`src/hdl/ebmt_pkg.sv`:
```
// ----------------------------------------------------------------------------
// ebmt_pkg: shared widths, constants and register indexes
// Common definitions for the dual-average band-pass min/max tracker.
// ----------------------------------------------------------------------------
package ebmt_pkg;

  // Fractional bits of the averaging gains (range 4..16)
  localparam int GAIN_FRAC_BITS = 8;

  localparam int SAMPLE_W = 10;
  localparam int NOW_W    = 32;
  localparam int ALPHA_W  = 9;
  localparam int WIN_W    = 16;

  // Gain width wide enough for the alpha register and for unity gain
  localparam int GAIN_W = (GAIN_FRAC_BITS + 1 > ALPHA_W) ? GAIN_FRAC_BITS + 1 : ALPHA_W;
  localparam int ACC_W  = GAIN_W + SAMPLE_W + 2;

  localparam int ENH_W  = SAMPLE_W + 2;  // sample + fast - slow, signed
  localparam int STAT_W = SAMPLE_W + 1;  // min/max trackers

  // Configuration port
  localparam int CFG_IDX_W  = 2;
  localparam int CFG_DATA_W = 16;

  localparam logic [CFG_IDX_W-1:0] CFG_ALPHA_LOW  = CFG_IDX_W'(0);
  localparam logic [CFG_IDX_W-1:0] CFG_ALPHA_HIGH = CFG_IDX_W'(1);
  localparam logic [CFG_IDX_W-1:0] CFG_WINDOW_MS  = CFG_IDX_W'(2);

  localparam logic [ALPHA_W-1:0] ALPHA_LOW_RST  = ALPHA_W'(77);
  localparam logic [ALPHA_W-1:0] ALPHA_HIGH_RST = ALPHA_W'(102);
  localparam logic [WIN_W-1:0]   WINDOW_MS_RST  = WIN_W'(5000);

  // Window trackers restart at full scale / zero
  localparam logic [STAT_W-1:0] STAT_LOW_RST  = STAT_W'(2 ** SAMPLE_W - 1);
  localparam logic [STAT_W-1:0] STAT_HIGH_RST = '0;

  // Stream widths, whole bytes
  localparam int IN_DATA_W  = ((SAMPLE_W + NOW_W + 7) / 8) * 8;
  localparam int OUT_BITS   = ENH_W + 4 * STAT_W;
  localparam int OUT_DATA_W = ((OUT_BITS + 7) / 8) * 8;

endpackage

```
`src/hdl/ebmt_ema_step.sv`:
```
// ----------------------------------------------------------------------------
// ebmt_ema_step: one fixed-point exponential average update
// next = (a*x + (ONE-a)*avg) >> FRAC, computed as avg + a*(x-avg) scaled.
// ----------------------------------------------------------------------------
module ebmt_ema_step (
  input  logic [ebmt_pkg::ALPHA_W-1:0]  gain_i,
  input  logic [ebmt_pkg::SAMPLE_W-1:0] sample_i,
  input  logic [ebmt_pkg::SAMPLE_W-1:0] avg_i,
  output logic [ebmt_pkg::SAMPLE_W-1:0] avg_o
);

  localparam int GW = ebmt_pkg::GAIN_W;
  localparam int SW = ebmt_pkg::SAMPLE_W;
  localparam int AW = ebmt_pkg::ACC_W;
  localparam int FB = ebmt_pkg::GAIN_FRAC_BITS;
  localparam logic [GW-1:0] GAIN_ONE = GW'(2 ** FB);

  logic [GW-1:0]        gain_ext;
  logic [GW-1:0]        gain_sat;
  logic signed [GW:0]   gain_s;
  logic signed [SW:0]   diff;
  logic signed [AW-1:0] prod;
  logic signed [AW-1:0] acc;

  always_comb begin
    gain_ext = GW'(gain_i);
    // gains above unity saturate so the average stays in range
    gain_sat = (gain_ext > GAIN_ONE) ? GAIN_ONE : gain_ext;
    gain_s   = $signed({1'b0, gain_sat});
    diff     = $signed({1'b0, sample_i}) - $signed({1'b0, avg_i});
    prod     = AW'(gain_s) * AW'(diff);
    acc      = $signed({{(AW - SW - FB){1'b0}}, avg_i, {FB{1'b0}}}) + prod;
    // acc is never negative, so the slice is the truncated quotient
    avg_o    = acc[FB +: SW];
  end

endmodule

```
`src/hdl/ema_bandpass_minmax_tracker.sv`:
```
// ----------------------------------------------------------------------------
// ema_bandpass_minmax_tracker: band-pass enhancer with window/overall peaks
// Top level; input register, combinational update, output register.
// ----------------------------------------------------------------------------
// Usage:
//   s_axis carries one item per sample: tdata[9:0] sample, [41:10] now_ms.
//   m_axis returns one item per input item: enhanced, window min/max and
//   overall min/max in tdata, window_restarted in tuser.
//   cfg_* writes a register by index (0 alpha_low, 1 alpha_high,
//   2 window_ms); cfg_ready_o is always high. Write only while idle.
// Timing:
//   An item is captured in the input register, then combinational logic
//   (one small multiply per average, add, compares) updates the state and
//   loads the output register, whose valid flag drives tvalid.
//   Throughput is one item per clock while the output stage is not held
//   by m_axis_tready; the state recurrence closes within that update.
// Reset:
//   Averages clear to zero, low trackers to 1023, high trackers and the
//   window start to zero, gains to 77/102 and the window to 5000 ms.
// Stall:
//   When m_axis_tready is low the result holds; one further item waits in
//   the input register, after which s_axis_tready drops.
// ----------------------------------------------------------------------------
module ema_bandpass_minmax_tracker (
  input  logic                                clk_i,
  input  logic                                rst_ni,
  // input stream
  input  logic                                s_axis_tvalid,
  output logic                                s_axis_tready,
  input  logic [ebmt_pkg::IN_DATA_W-1:0]      s_axis_tdata,  // sample, now_ms, pad
  // result stream
  output logic                                m_axis_tvalid,
  input  logic                                m_axis_tready,
  output logic [ebmt_pkg::OUT_DATA_W-1:0]     m_axis_tdata,  // enhanced, window_min,
                                                             // window_max, overall_min,
                                                             // overall_max
  output logic                                m_axis_tuser,  // window_restarted
  // configuration
  input  logic                                cfg_valid_i,
  output logic                                cfg_ready_o,
  input  logic [ebmt_pkg::CFG_IDX_W-1:0]      cfg_index_i,
  input  logic [ebmt_pkg::CFG_DATA_W-1:0]     cfg_data_i
);

  localparam int SW  = ebmt_pkg::SAMPLE_W;
  localparam int NW  = ebmt_pkg::NOW_W;
  localparam int EW  = ebmt_pkg::ENH_W;
  localparam int TW  = ebmt_pkg::STAT_W;
  localparam int AW  = ebmt_pkg::ALPHA_W;
  localparam int WW  = ebmt_pkg::WIN_W;
  localparam int ODW = ebmt_pkg::OUT_DATA_W;

  // configuration registers
  logic [AW-1:0] alpha_low_q, alpha_high_q;
  logic [WW-1:0] window_ms_q;

  // input stage
  logic          in_valid_q;
  logic [SW-1:0] in_sample_q;
  logic [NW-1:0] in_now_q;

  // tracker state
  logic [SW-1:0]        slow_q, fast_q;
  logic signed [TW-1:0] win_low_q, all_low_q;
  logic [TW-1:0]        win_high_q, all_high_q;
  logic [NW-1:0]        win_start_q;

  // output stage
  logic           out_valid_q;
  logic [ODW-1:0] out_data_q;
  logic           out_restart_q;

  // datapath
  logic                 out_free;
  logic                 advance;
  logic [SW-1:0]        slow_d, fast_d;
  logic signed [EW-1:0] enh;
  logic signed [TW-1:0] win_low_d, all_low_d;
  logic [TW-1:0]        win_high_d, all_high_d;
  logic [NW-1:0]        elapsed;
  logic                 restart;

  assign cfg_ready_o   = 1'b1;
  assign out_free      = !out_valid_q || m_axis_tready;
  assign advance       = in_valid_q && out_free;
  assign s_axis_tready = !in_valid_q || out_free;
  assign m_axis_tvalid = out_valid_q;
  assign m_axis_tdata  = out_data_q;
  assign m_axis_tuser  = out_restart_q;

  ebmt_ema_step u_slow (
    .gain_i   (alpha_low_q),
    .sample_i (in_sample_q),
    .avg_i    (slow_q),
    .avg_o    (slow_d)
  );

  ebmt_ema_step u_fast (
    .gain_i   (alpha_high_q),
    .sample_i (in_sample_q),
    .avg_i    (fast_q),
    .avg_o    (fast_d)
  );

  always_comb begin
    enh = $signed({2'b00, in_sample_q}) + $signed({2'b00, fast_d})
        - $signed({2'b00, slow_d});

    // lows only ever take values below 1023 and highs values above zero,
    // so the narrower slices are exact
    win_low_d  = (enh < EW'(win_low_q)) ? enh[TW-1:0] : win_low_q;
    all_low_d  = (enh < EW'(all_low_q)) ? enh[TW-1:0] : all_low_q;
    win_high_d = (enh > $signed({1'b0, win_high_q})) ? enh[TW-1:0] : win_high_q;
    all_high_d = (enh > $signed({1'b0, all_high_q})) ? enh[TW-1:0] : all_high_q;

    elapsed = in_now_q - win_start_q;
    restart = elapsed > NW'(window_ms_q);
  end

  always_ff @(posedge clk_i or negedge rst_ni) begin
    if (!rst_ni) begin
      alpha_low_q  <= ebmt_pkg::ALPHA_LOW_RST;
      alpha_high_q <= ebmt_pkg::ALPHA_HIGH_RST;
      window_ms_q  <= ebmt_pkg::WINDOW_MS_RST;
    end else if (cfg_valid_i) begin
      case (cfg_index_i)
        ebmt_pkg::CFG_ALPHA_LOW:  alpha_low_q  <= cfg_data_i[AW-1:0];
        ebmt_pkg::CFG_ALPHA_HIGH: alpha_high_q <= cfg_data_i[AW-1:0];
        ebmt_pkg::CFG_WINDOW_MS:  window_ms_q  <= cfg_data_i[WW-1:0];
        default: ;
      endcase
    end
  end

  always_ff @(posedge clk_i or negedge rst_ni) begin
    if (!rst_ni) begin
      in_valid_q  <= 1'b0;
      out_valid_q <= 1'b0;
      slow_q      <= '0;
      fast_q      <= '0;
      win_low_q   <= ebmt_pkg::STAT_LOW_RST;
      win_high_q  <= ebmt_pkg::STAT_HIGH_RST;
      all_low_q   <= ebmt_pkg::STAT_LOW_RST;
      all_high_q  <= ebmt_pkg::STAT_HIGH_RST;
      win_start_q <= '0;
    end else begin
      if (s_axis_tready) begin
        in_valid_q <= s_axis_tvalid;
      end
      if (out_free) begin
        out_valid_q <= in_valid_q;
      end
      if (advance) begin
        slow_q     <= slow_d;
        fast_q     <= fast_d;
        all_low_q  <= all_low_d;
        all_high_q <= all_high_d;
        if (restart) begin
          win_low_q   <= ebmt_pkg::STAT_LOW_RST;
          win_high_q  <= ebmt_pkg::STAT_HIGH_RST;
          win_start_q <= in_now_q;
        end else begin
          win_low_q  <= win_low_d;
          win_high_q <= win_high_d;
        end
      end
    end
  end

  // payload registers
  always_ff @(posedge clk_i) begin
    if (s_axis_tready && s_axis_tvalid) begin
      in_sample_q <= s_axis_tdata[SW-1:0];
      in_now_q    <= s_axis_tdata[SW +: NW];
    end
    if (advance) begin
      out_data_q    <= ODW'({all_high_d, all_low_d, win_high_d, win_low_d, enh});
      out_restart_q <= restart;
    end
  end

  // overall min never exceeds window min, overall max never falls below window max, enhanced lies within window
  a_overall_low_le_window: assert property (@(posedge clk_i) disable iff (!rst_ni)
    m_axis_tvalid |-> $signed(m_axis_tdata[EW+2*TW +: TW]) <= $signed(m_axis_tdata[EW +: TW]))
    else $error("overall min above window min");

  a_overall_high_ge_window: assert property (@(posedge clk_i) disable iff (!rst_ni)
    m_axis_tvalid |-> m_axis_tdata[EW+3*TW +: TW] >= m_axis_tdata[EW+TW +: TW])
    else $error("overall max below window max");

  a_enh_in_window: assert property (@(posedge clk_i) disable iff (!rst_ni)
    m_axis_tvalid |-> ($signed(m_axis_tdata[EW-1:0]) >= EW'($signed(m_axis_tdata[EW +: TW]))
      && $signed(m_axis_tdata[EW-1:0]) <= $signed({1'b0, m_axis_tdata[EW+TW +: TW]})))
    else $error("enhanced value outside window min/max");

  a_restart_clears: assert property (@(posedge clk_i) disable iff (!rst_ni)
    (advance && restart) |=> (win_low_q == ebmt_pkg::STAT_LOW_RST
      && win_high_q == ebmt_pkg::STAT_HIGH_RST && m_axis_tuser))
    else $error("window restart did not clear trackers");

  a_ready_when_empty: assert property (@(posedge clk_i) disable iff (!rst_ni)
    !out_valid_q |-> s_axis_tready)
    else $error("input stalled with empty output stage");

endmodule

```
`config.mk`:
```
export PLATFORM = sky130hd
export DESIGN_NAME = ema_bandpass_minmax_tracker
export DESIGN_NICKNAME = d
export VERILOG_FILES = /design/src/hdl/ebmt_pkg.sv /design/src/hdl/ebmt_ema_step.sv /design/src/hdl/ema_bandpass_minmax_tracker.sv
export SDC_FILE = /design/constraint.sdc
export NUM_CORES = 1
export LEC_CHECK = 0
export BUFFER_PORTS_ARGS = -buffer_cell sky130_fd_sc_hd__buf_2
export CORE_MARGIN = 2
export CORE_UTILIZATION = 55
export CTS_BUF_LIST = sky130_fd_sc_hd__clkbuf_16
export DETAILED_ROUTE_END_ITERATION = 7
export PLACE_DENSITY = 0.82
export SKIP_LAST_GASP = 1
export SLEW_MARGIN = 0
export SYNTH_ARGS = -nofsm -noshare
export SYNTH_HDL_FRONTEND = slang
export SYNTH_SLANG_ARGS = --single-unit
```
`constraint.sdc`:
```
create_clock -name clk_i -period 13.5 [get_ports clk_i]
set_input_delay 1.35 -clock clk_i [delete_from_list [all_inputs] [get_ports clk_i]]
set_output_delay 1.35 -clock clk_i [all_outputs]
set_load 0.01 [all_outputs]
```
==> impl_metrics.ini <==
[run_status]
status = completed

[finish]
fin_util = 0.606
area_growth_pct = 8.85
nNetsFinal = 2747
n_fill_cell = 3237
finalNonFillerCells = 2828
antennaDiodeCount = 0
drive_gt1_frac = 0.165

[grt]
grt_usage = 0.258
grt_overflow_total = 0
grt_pass1_wl_um = 84300
grt_pass1_vias = 16600
grt_max_degree = 84
antenna_found_initial = 0

[timing]
finalHoldViolCount = 0
finalClockSkew_ns = 0.0109
rsz0062_at_grt = false
hold_slack_ns = 0.490
final_max_slew_viol_count = 0
relSlewSlack = 0.191
finalSetupViolCount = 0
worstMarginPinSlew_ns = 1.21
finalCritPeriodShare = 0.877
period_needed_ns = 11.84
fmax_mhz = 84.5
fin_tns_setup_ns = 0

[drt]
drt_first_pass_iters = 5
drc_errors = 0
vias_per_cell = 5.74
wl_per_cell_um = 18.2
via_count = 16200
drt_iter0_markers = 1192
totalWireLength_um = 51500
ant_nets = 0

[setup_path]
crit_family = adder cells
required_ns = 13.93
cp.arrival_ns = 12.27
crit_path_end_kind = flip-flop
critPathBufInv = 6
cp_max_fo = 11
slowest_delay_ns = 0.87
cpMostUsedCell = fa_1
path_class = flip-flop to flip-flop
cp-start-kind = flip-flop
slowest_stage = a21oi_1

[place]
dp_hpwl_um = 39500
placed_cells = 2782
io_buffers = 123
gp_congestion = 0.955

[clock_tree]
cts_resized = 0
path_clk_slew_ns = 0.06
cts_sinks = 231
clockBufferDepth = 3
cts_tree = built
cts_buffers = 25
ctsHoldBuffers = 0
clk_latency_ns = 0.55
root_buffer = clkbuf_16
htree_levels = 1
post_cts_buffers = 0

[synth]
synth_edf_count = 99
ys_seq_elements = 231
synth_area_leader_cell = fa_1
synthCells = 2192
syn_area_per_cell_um2 = 9.79
yosys-top-cells-area = fa_1 (17%), edfxtp_1 (14%), ha_1 (12%), dfrtp_1 (12%), inv_1 (6.2%)
synth-seq-area-share = 0.294
ys_warn_count = 0
ys.flop_type = edfxtp_1
yosys-top-cells-count = inv_1 (354), ha_1 (206), nand2_1 (191)
synth.most_common_cell = inv_1
yosysUniqueCellTypes = 81
async_reset_ff_frac = 0.571
syn-num-nets = 2648
yosys.area.top_type_share = 0.167
syn_area_um2 = 21500

[run]
max_cap_viol_count = 0

[floorplan]
dieArea_um2 = 40600
top_level_ports = 131
die_x_um = 202
fp.dieH_um = 202
rows = 72
design.core.area_um2 = 38600
start_util = 0.557

[hold_path]
hp-class = flip-flop to flip-flop
-- worst paths after layout --
path / start / to / slack [ns] / depth (start not counted)
min in group asynchronous: rst_ni / win_high_q[9] / 0.81 / 1
setup reg to reg: in_sample_q[0] / all_low_q[10] / 1.66 / 41
hold reg to reg: win_start_q[22] / win_start_q[22] / 0.49 / 2
setup / recovery: in_sample_q[0] / all_low_q[10] / 1.66 / 41
max in group asynchronous: rst_ni / win_start_q[6] / 11.30 / 2
hold / removal: win_start_q[22] / win_start_q[22] / 0.49 / 2
-- metrics by stage --
step	setup WS, ns	area (um2)
6_report	1.66	23400
5_1_grt	1.07	23400
4_1_cts	1.78	23400
3_5_place_dp	1.87	22600
3_3_place_gp	2.16	22600
2_1_floorplan	3.26	21500
-- per-layer routing --
layer | vias to the layer above | wire [um] | global-route usage | part of all wire
met1 | 8044 | 21600 | 0.334 | 0.42
met4 | 0 | 1830 | 0.0906 | 0.035
met3 | 134 | 2550 | 0.0298 | 0.049
met2 | 482 | 25500 | 0.449 | 0.50
li1 | 7570 | - | - | -
met5 | - | 0 | 0 | 0
-- worst reg2reg max path: cells and delay by family (launching register included) --
kind                     cells  cell delay, ns
flip-flops                   1            0.42
XOR/XNOR                     3            1.36
buffers and inverters        6            0.42
AO/OA/AOI/OAI               13            3.56
adder cells (fa/ha/maj)     11            4.47
AND/OR/NAND/NOR              6            0.79
multiplexers                 2            0.70
-- cell type report --
class                           count  area (um2)  share of cell area
Clock inverter                     21         189             0.00809
Sequential cell                   231        6320               0.270
Multi-Input combinational cell   1537       13500               0.578
Tap cell                          518         648              0.0277
Timing Repair Buffer              141         757              0.0324
Clock buffer                       25         626              0.0268
Inverter                          355        1340              0.0571
-- state kept, by name, summed over array words and instances, names as in the netlist --
name / cells
all_high_q: 11
all_low_q: 11
alpha_high_q: 9
alpha_low_q: 9
fast_q: 10
in_now_q: 32
in_sample_q: 10
in_valid_q: 1
m_axis_tdata: 56
m_axis_tuser: 1
m_axis_tvalid: 1
slow_q: 10
win_high_q: 11
win_low_q: 11
win_start_q: 32
window_ms_q: 16
-- cells by family after synthesis --
group | synth area share
simple gates | 0.129
buf+inv | 0.0780
fa+ha+maj | 0.287
compound gates | 0.125
flops | 0.294
mux | 0.0548
xor+xnor | 0.0325
other cells | 0.000175
-- layout by cell type (no fill, tap or decap), types with 28 or more instances in the layout --
cell / Yosys / final
nand2b_1: 34 / 34
nor3_1: 30 / 30
o21ai_2: 30 / 30
buf_2: 5 / 122
fa_1: 179 / 179
dfrtp_1: 99 / 99
o21ai_0: 69 / 69
a21o_1: 28 / 28
xnor2_1: 56 / 56
a21oi_1: 76 / 76
nor2_1: 188 / 187
dfstp_2: 33 / 33
a32oi_1: 32 / 32
inv_1: 354 / 359
edfxtp_1: 99 / 99
nor2b_1: 35 / 35
nand2_1: 191 / 190
ha_1: 206 / 206
mux2_2: 101 / 101
Power is left out: the tool's default activity adds up to more than one toggle a clock period on the data nets, which glitch-free logic cannot reach.
